===== config.mk =====
export PLATFORM = sky130hd
export DESIGN_NAME = serial_command_frame_parser_unit
export DESIGN_NICKNAME = d
export VERILOG_FILES = /design/src/hdl/scfp_pkg.sv /design/src/hdl/scfp_core.sv /design/src/hdl/serial_command_frame_parser_unit.sv
export SDC_FILE = /design/constraint.sdc
export NUM_CORES = 1
export LEC_CHECK = 0
export BUFFER_PORTS_ARGS = -buffer_cell sky130_fd_sc_hd__buf_4
export CAP_MARGIN = 20
export CORE_ASPECT_RATIO = 1.2
export CORE_MARGIN = 5
export CORE_UTILIZATION = 58
export CTS_BUF_LIST = sky130_fd_sc_hd__clkbuf_16
export CTS_CLUSTER_DIAMETER = 50
export CTS_CLUSTER_SIZE = 16
export DETAILED_ROUTE_END_ITERATION = 10
export GPL_TIMING_DRIVEN = 0
export PLACE_DENSITY = 0.79
export SLEW_MARGIN = 5
export SYNTH_ARGS = -nofsm -noshare
export SYNTH_HDL_FRONTEND = slang
export SYNTH_SLANG_ARGS = --single-unit
export TNS_END_PERCENT = 20

===== constraint.sdc =====
create_clock -name clk -period 3.25 [get_ports clk]
set_input_delay 0.65 -clock clk [delete_from_list [all_inputs] [get_ports clk]]
set_output_delay 0.65 -clock clk [all_outputs]
set_load 0.02 [all_outputs]

===== src/hdl/scfp_pkg.sv =====
`default_nettype none

package scfp_pkg;

  // Default payload length of one frame, in bytes.
  localparam int unsigned PAYLOAD_LEN_DEF = 4;

  // Framing and control bytes.
  localparam logic [7:0] HDR_BYTE = 8'h55;
  localparam logic [7:0] CR_BYTE  = 8'h0D;
  localparam logic [7:0] LF_BYTE  = 8'h0A;
  localparam logic [7:0] ON_BYTE  = 8'h41;
  localparam logic [7:0] OFF_BYTE = 8'h42;

  // Item kinds on the input channel.
  localparam logic REQ_BYTE    = 1'b0;
  localparam logic REQ_OVERRUN = 1'b1;

  // Command kinds, equal to the frame type byte that selects them.
  localparam logic [1:0] CMD_FREQ  = 2'd0;
  localparam logic [1:0] CMD_DUTY  = 2'd1;
  localparam logic [1:0] CMD_PULSE = 2'd2;

  typedef enum logic [2:0] {
    PH_SEEK = 3'd0,
    PH_TYPE = 3'd1,
    PH_DATA = 3'd2,
    PH_CR   = 3'd3,
    PH_LF   = 3'd4
  } phase_t;

  typedef struct packed {
    logic       req_type;
    logic [7:0] rx_data;
  } in_item_t;

  typedef struct packed {
    logic        cmd_valid;
    logic [1:0]  cmd_kind;
    logic [31:0] cmd_value;
    logic        stop_output;
    logic        enabled;
    logic        refresh_request;
  } out_item_t;

endpackage

`default_nettype wire


===== src/hdl/scfp_core.sv =====
`default_nettype none

module scfp_core
  import scfp_pkg::*;
#(
  parameter int unsigned PAYLOAD_LEN = PAYLOAD_LEN_DEF
) (
  input  wire logic      clk,
  input  wire logic      rst_n,
  input  wire logic      accept,
  input  wire in_item_t  in_item,
  output out_item_t      result
);

  // Only the first four payload bytes can reach the command value.
  localparam int unsigned KEEP_LEN = (PAYLOAD_LEN < 4) ? PAYLOAD_LEN : 4;
  localparam int unsigned CNT_W    = (PAYLOAD_LEN > 1) ? $clog2(PAYLOAD_LEN) : 1;
  localparam logic [CNT_W-1:0] CNT_LAST = CNT_W'(PAYLOAD_LEN - 1);

  phase_t           phase_r, phase_nxt;
  logic [7:0]       type_r, type_nxt;
  logic [CNT_W-1:0] cnt_r, cnt_nxt;
  logic             en_r, en_nxt;
  logic             wr_en;
  logic [7:0]       pay_r [KEEP_LEN];
  logic [31:0]      value;

  always_ff @(posedge clk) begin
    if (!rst_n) begin
      phase_r <= PH_SEEK;
      type_r  <= '0;
      cnt_r   <= '0;
      en_r    <= 1'b0;
    end else if (accept) begin
      phase_r <= phase_nxt;
      type_r  <= type_nxt;
      cnt_r   <= cnt_nxt;
      en_r    <= en_nxt;
    end
  end

  for (genvar k = 0; k < KEEP_LEN; k++) begin : g_pay
    always_ff @(posedge clk) begin
      if (accept && wr_en && (cnt_r == CNT_W'(k))) begin
        pay_r[k] <= in_item.rx_data;
      end
    end
  end

  // Little-endian assembly; bytes past the payload length read as zero.
  always_comb begin
    value = '0;
    for (int k = 0; k < KEEP_LEN; k++) begin
      value[8*k +: 8] = pay_r[k];
    end
  end

  always_comb begin
    phase_nxt = phase_r;
    type_nxt  = type_r;
    cnt_nxt   = cnt_r;
    en_nxt    = en_r;
    wr_en     = 1'b0;
    result    = '0;

    if (in_item.req_type == REQ_OVERRUN) begin
      result.stop_output = 1'b1;
      en_nxt             = 1'b0;
    end else if ((in_item.rx_data == ON_BYTE) || (in_item.rx_data == OFF_BYTE)) begin
      en_nxt             = (in_item.rx_data == ON_BYTE);
      result.stop_output = 1'b1;
      phase_nxt          = PH_SEEK;
    end else begin
      case (phase_r)
        PH_SEEK: begin
          if (in_item.rx_data == HDR_BYTE) begin
            phase_nxt = PH_TYPE;
          end
        end
        PH_TYPE: begin
          type_nxt  = in_item.rx_data;
          cnt_nxt   = '0;
          phase_nxt = PH_DATA;
        end
        PH_DATA: begin
          wr_en   = 1'b1;
          cnt_nxt = cnt_r + CNT_W'(1);
          if (cnt_r == CNT_LAST) begin
            phase_nxt = PH_CR;
          end
        end
        PH_CR: begin
          phase_nxt = (in_item.rx_data == CR_BYTE) ? PH_LF : PH_SEEK;
        end
        PH_LF: begin
          if (in_item.rx_data == LF_BYTE) begin
            result.refresh_request = 1'b1;
            if (en_r && (type_r <= {6'd0, CMD_PULSE})) begin
              result.cmd_valid = 1'b1;
              result.cmd_kind  = type_r[1:0];
              result.cmd_value = value;
            end
          end
          phase_nxt = PH_SEEK;
        end
        default: begin
          phase_nxt = PH_SEEK;
        end
      endcase
    end

    result.enabled = en_nxt;
  end

endmodule

`default_nettype wire


===== src/hdl/serial_command_frame_parser_unit.sv =====
// Channel | Ports                          | Direction | Beat carries
// --------+--------------------------------+-----------+---------------------------------
// in      | in_valid, in_ready, in_data    | input     | byte or overrun event
// out     | out_valid, out_ready, out_data | output    | command, stop, enable, refresh
//
// Every input beat produces exactly one output beat, registered in the output or skid register.
// One beat per cycle is sustained while out_ready is high; the parser state
// update and result decode are a single short stage ahead of the output register.
// Reset is synchronous on rst_n and returns the parser to header search, disabled.
// A two-entry output buffer (output register plus skid register) lets one more
// beat in during an output stall; in_ready drops only while the skid entry is full.
`default_nettype none

module serial_command_frame_parser_unit
  import scfp_pkg::*;
#(
  parameter int unsigned PAYLOAD_LEN = PAYLOAD_LEN_DEF
) (
  input  wire logic      clk,
  input  wire logic      rst_n,
  input  wire logic      in_valid,
  output logic           in_ready,
  input  wire in_item_t  in_data,
  output logic           out_valid,
  input  wire logic      out_ready,
  output out_item_t      out_data
);

  out_item_t result;
  logic      accept;

  logic      main_valid_r, main_valid_nxt;
  out_item_t main_r;
  logic      skid_valid_r, skid_valid_nxt;
  out_item_t skid_r;
  logic      main_free;

  // The skid entry is the only thing that can block the input side.
  assign in_ready  = !skid_valid_r;
  assign accept    = in_valid && in_ready;
  assign main_free = out_ready || !main_valid_r;

  // The parser itself: state registers plus the per-beat decode.
  scfp_core #(
    .PAYLOAD_LEN(PAYLOAD_LEN)
  ) u_core (
    .clk    (clk),
    .rst_n  (rst_n),
    .accept (accept),
    .in_item(in_data),
    .result (result)
  );

  // When the output register drains, the skid entry moves forward first so
  // that beats leave in order. A full skid means in_ready is low, so no new
  // beat competes for the output register at that moment.
  always_comb begin
    main_valid_nxt = main_valid_r;
    skid_valid_nxt = skid_valid_r;
    if (main_free) begin
      if (skid_valid_r) begin
        main_valid_nxt = 1'b1;
        skid_valid_nxt = 1'b0;
      end else begin
        main_valid_nxt = accept;
      end
    end else if (accept) begin
      skid_valid_nxt = 1'b1;
    end
  end

  always_ff @(posedge clk) begin
    if (!rst_n) begin
      main_valid_r <= 1'b0;
      skid_valid_r <= 1'b0;
    end else begin
      main_valid_r <= main_valid_nxt;
      skid_valid_r <= skid_valid_nxt;
    end
  end

  // Payload registers carry no reset; their valid bits qualify them.
  always_ff @(posedge clk) begin
    if (main_free) begin
      if (skid_valid_r) begin
        main_r <= skid_r;
      end else if (accept) begin
        main_r <= result;
      end
    end else if (accept) begin
      skid_r <= result;
    end
  end

  assign out_valid = main_valid_r;
  assign out_data  = main_r;

endmodule

`default_nettype wire


Yosys cells after proc, flatten, opt, wreduce, memory -nomap -nowiden
Memories as Yosys holds them, arrays and structs flattened.
Index checks and enable logic that the tools add are counted.
{"block": "classes", "addsub": 1, "multipliers": 0, "n_div": 0, "n_lt_le_gt_ge": 1, "n_eq_ne": 14, "n_shift": 0, "n_mux": 42, "n_bitwise": 4, "n_reduce_logical": 24}
{"op": "two-way mux 35 bit", "n": 5}
{"op": "two-way mux 38 bit", "n": 2}
{"op": "equality test 8 x 7 -> 1 bit, second input constant", "n": 3}
{"op": "two-way mux 8 bit", "n": 3}
{"op": "OR reduction 8 bit", "n": 3}
{"op": "two-way mux 1 bit", "n": 23}
{"op": "equality test 8 x 4 -> 1 bit, second input constant", "n": 2}
{"op": "two-way mux 3 bit", "n": 4}
{"op": "case mux 3 bit (4 select lines)", "n": 1}
{"op": "AND reduction 4 bit", "n": 3}
{"op": "<= comparator 8 x 2 -> 1 bit, second input constant", "n": 1}
{"op": "logical AND 1 bit", "n": 7}
{"op": "equality test 3 x 2 -> 1 bit, second input constant", "n": 2}
{"op": "two-way mux 2 bit", "n": 3}
{"op": "inequality test 3 x 1 -> 1 bit, second input constant", "n": 2}
{"op": "equality test 2 bit, second input constant", "n": 2}
{"op": "NOT 1 bit", "n": 4}
{"op": "case mux 2 bit (2 select lines)", "n": 1}
{"op": "AND reduction 2 bit", "n": 2}
{"op": "nonzero test 2 bit", "n": 2}
{"op": "equality test 3 x 1 -> 1 bit, second input constant", "n": 1}
{"op": "equality test 3 bit, second input constant", "n": 1}
{"op": "logical NOT 3 bit", "n": 1}
{"op": "adder 2 x 1 -> 2 bit, second input constant", "n": 1}
{"op": "5 further kinds", "n": 7}
{"block": "totals", "regBits": 92, "latchBits": 0, "ram_bits": 32, "rom_bits": 0, "out_inout_bits": 40, "wordCells": 105, "mem_count": 1}
{"name": "u_core.pay_r", "words": 4, "word_bits": 8, "rd": 4, "rd_clocked_by_memory_dff": 0, "write_ports": 1, "line": "scfp_core.sv:25", "source": "logic [7:0] pay_r [KEEP_LEN];"}

Longest topological paths before layout
{"block": "depth", "ltp_word": 12, "ltp_mapped": 8}

Modules after synthesis
A second synthesis with hierarchy kept.
{"block": "unflattened", "hier_cells": 312, "area_unflattened_um2": 5192.5}
{"mod": "serial_command_frame_parser_unit", "instances": 1, "cells_per_inst": 129, "area_per_inst_um2": 3030.4}
{"mod": "scfp_core", "instances": 1, "cells_per_inst": 183, "area_per_inst_um2": 2162.1}

Worst setup path before layout
No wires, ideal clock.
{"block": "synth_path", "path_kind": "input -> register", "start": "input out_ready", "end": "register skid_r[0] (netlist bit) (enable)", "setup_time_ns": 0.434, "t_arrival_ns": 2.458, "required_ns": 2.816, "slack_ns": 0.358, "path_stages": 2, "path_cell_list": "nand2b_1 -> nor2_1"}
{"block": "synth_between", "elab_chain_len": 3}
{"item": "start: declaration", "line": "serial_command_frame_parser_unit.sv:25", "source": "input wire logic out_ready,"}
{"item": "logical OR 1 bit", "line": "serial_command_frame_parser_unit.sv:41", "source": "assign main_free = out_ready || !main_valid_r;"}
{"item": "NOT 1 bit (no line)"}
{"item": "AND reduction 2 bit (no line)"}
{"item": "end signal: assignment", "line": "serial_command_frame_parser_unit.sv:91", "source": "skid_r <= result;"}
{"item": "end: declaration", "line": "serial_command_frame_parser_unit.sv:35", "source": "out_item_t skid_r;"}
Every way passes these cells.
A chain may end at the register's enable or synchronous reset.

Worst setup path in the final report
{"block": "layout_path", "start": "register skid_valid_r", "end": "output in_ready"}
{"block": "layout_between", "elab_chain_len": 1}
{"item": "start: declaration", "line": "serial_command_frame_parser_unit.sv:34", "source": "logic skid_valid_r, skid_valid_nxt;"}
{"item": "start signal: assignment", "line": "serial_command_frame_parser_unit.sv:78", "source": "skid_valid_r <= skid_valid_nxt;"}
{"item": "logical NOT 1 bit", "line": "serial_command_frame_parser_unit.sv:39", "source": "assign in_ready = !skid_valid_r;"}
{"item": "end: declaration", "line": "serial_command_frame_parser_unit.sv:22", "source": "output logic in_ready,"}
Every way passes these cells.

==> flow_summary.yaml <==
critical_path:
  crit_type: "flop to primary output"
  cp_max_fo: 10
  endpoint_kind: "primary output"
  worstPathRequired_ns: 2.60
  startpoint: "skid_valid_r"
  cp.arrival_ns: 1.97
  r2r-start: "skid_valid_r"
  start_kind: "flop"
detailed_routing:
  vias: 3183
  routed_wirelength_mm: 9.66
  drt-wirelength-per-cell_um: 16.4
  drt-initial-drc-count: 210
  drc: 0
  dr.pass1.iters: 5
  via_per_inst: 5.41
  ant_nets: 0
clock_network:
  cts_buffer_depth: 2
  cts_hold_buf: 0
  cts_tree: "built"
  insertion_delay_ns: 0.41
  cts-buffers-inserted: 17
  cts_htree_levels: 4
  post_cts_buffers: 0
  clk_pin_slew_ns: 0.05
  clkSinkCount: 124
  cts_resized: 0
  root_buffer: "clkbuf_16"
global_routing:
  grt_util_met2_pct: 33.4
  grt_max_degree: 39
  antenna_found_initial: 0
  grtUsageMet1_pct: 23.6
  met3_usage_pct: 5.90
  busiest_layer: "met2"
  grt_pass1_wl_mm: 15.8
  globalRouteOverflowTotal: 0
  grt_use_total_pct: 20.1
  grt_pass1_vias: 3158
synth:
  yosys.area.top_type_share_pct: 64.0
  netlist_instances: 388
  seq_area_frac_synth_pct: 70.3
  synth-edff-count: 108
  ys.flop_type: "edfxtp_1"
  synthesis.area_mm2: 0.00507
  synthArstFlopShare_pct: 0
  ys_ff_latch: 124
  synth_nets: 405
  yosysTopAreaCell: "edfxtp_1"
  synth.avg_cell_area_um2: 13.1
  ys_types: 45
  synth_warnings: 0
  synth.area.top_cells: "edfxtp_1 (64%), nand2_1 (7.0%), dfxtp_1 (6.3%), and2_1 (4.7%), o21ai_1 (3.0%)"
power_and_ir_drop:
  vdd_drop_max_mv: 0.452
  powerDensity_mw_per_mm2: 593
  power.total_mw: 3.66
  power_leakage_nw: 2.28
placed_design:
  pre_cts_ws_ns: 0.833
  globalplace.congestion: 0.839
  port_buffers: 51
  dpl.hpwl_mm: 6.47
  placed_cell_area_mm2: 0.00563
die:
  die-height_um: 112
  initial_core_util_pct: 59.2
  io_pins: 53
  die_w_um: 95.3
  design.die.area_mm2: 0.0107
  rows: 37
  coreArea_mm2: 0.00856
sta:
  max_slew_margin_pct: 41.6
  clock.fmax_mhz: 381
  period_needed_ns: 2.62
  finalWorstSetupSlack_ns: 0.626
  tightest_slew_ns: 0.875
  holdWs_ns: 0.466
  timing.final.crit_share_pct: 80.7
  setup_viol: 0
  slew_viol_final: 0
  hold_viol: 0
  rsz0062_at_grt: "false"
  skew_ns: 0.00626
outcome:
  status: "finished clean"
finish:
  final_nets: 476
  fin_area_mm2: 0.00617
  area_growth_pct: 21.6
  n_antenna_cell: 0
  post-route-util_pct: 72.0
  drive_above_1_share_pct: 21.0
worst_hold_path:
  hp-start: "u_core.type_r[4]"
  min_path_type: "flop to flop"
job:
  maxCapViolCount: 0
[synth_stat cells (2+ instances only)]
master and instances:
a21oi_1 3, and2_1 38, buf_2 2, buf_6 8
clkbuf_1 10, dfxtp_1 16, edfxtp_1 108, ha_1 4
inv_1 8, mux2_2 2, mux2i_1 10, nand2_1 94
nand2b_1 2, nand3_1 4, nand4_1 4, nor2_1 3
nor2b_1 3, nor3_1 4, nor4_4 2, o21a_1 2
o21ai_0 7, o21ai_1 30, o41ai_1 2
[sequential cells by signal, summed over array words and instances, names as in the netlist]
| register | count |
|---|---|
| out_data | 38 |
| skid_r | 38 |
| u_core.pay_r | 32 |
| u_core.type_r | 8 |
| u_core.phase_r | 3 |
| u_core.cnt_r | 2 |
| out_valid | 1 |
| skid_valid_r | 1 |
| u_core.en_r | 1 |
[per-layer routing]
layer	part of all wire (%)	up-vias
met2	52	138
li1	-	1511
met5	0	-
met3	7.3	22
met1	38	1512
met4	2.5	0
[power by group]
part / internal, mW / switching (mW) / total [mW] / leakage [nW]
registers: 1.77 / 0.0100 / 1.78 / 1.14
clock network: 1.09 / 0.613 / 1.71 / 0.276
logic: 0.0593 / 0.115 / 0.174 / 0.865
total: 2.92 / 0.738 / 3.66 / 2.28
[worst paths after layout]
kind | slack [ns] | end | cells after the start
setup / recovery | 0.63 | in_ready | 5
hold / removal | 0.47 | u_core.type_r[4] | 2
setup reg to reg | 1.13 | u_core.pay_r[3][1] | 5
hold reg to reg | 0.47 | u_core.type_r[4] | 2
[cells by family after synthesis]
logic type	share of synthesized area [%]
AO/OA/AOI/OAI	5.41
XOR/XNOR	0.346
adder cells (fa/ha/maj)	0.987
buffers and inverters	3.70
flip-flops	70.3
multiplexers	2.42
AND/OR/NAND/NOR	16.8
[cell type report]
| cell class | count | area (µm²) |
|---|---|---|
| Sequential cell | 124 | 3560 |
| Fill cell | 557 | 2400 |
| Multi-Input combinational cell | 233 | 1330 |
| Clock buffer | 17 | 425 |
| Timing Repair Buffer | 52 | 403 |
| Buffer | 22 | 149 |
| Tap cell | 117 | 146 |
| Clock inverter | 14 | 114 |
| Inverter | 9 | 38.8 |
[placed cells by master (no fill, tap or decap), drive strengths merged, types with 2 or more instances in the layout]
master | Yosys | final
nand2 | 94 | 94
nand4 | 4 | 4
clkinv | 1 | 9
nor2b | 3 | 3
o21a | 2 | 2
nand3 | 4 | 4
o41ai | 2 | 2
bufinv | 0 | 2
ha | 4 | 4
inv | 8 | 11
nor3 | 5 | 5
mux2i | 10 | 10
nor4 | 3 | 3
or2 | 2 | 2
a21oi | 3 | 3
mux2 | 2 | 2
nor2 | 3 | 3
and2 | 38 | 38
buf | 12 | 64
dfxtp | 16 | 16
edfxtp | 108 | 108
nand2b | 2 | 2
o21ai | 37 | 37
clkbuf | 10 | 27
[critical path, cell delays in order, from the launching register on]
cell and delay (ns):
dfxtp_1 0.29, buf_2 0.17, inv_1 0.09, clkbuf_1 0.43, clkbuf_1 0.38, buf_4 0.22
[stage by stage]
stage          cells  TNS (ns)
2_1_floorplan    388         0
3_3_place_gp     556    -12.79
3_5_place_dp     557         0
4_1_cts          588         0
5_1_grt          588         0
6_report         588         0
Note: power is estimated with default switching activity, not from simulation.
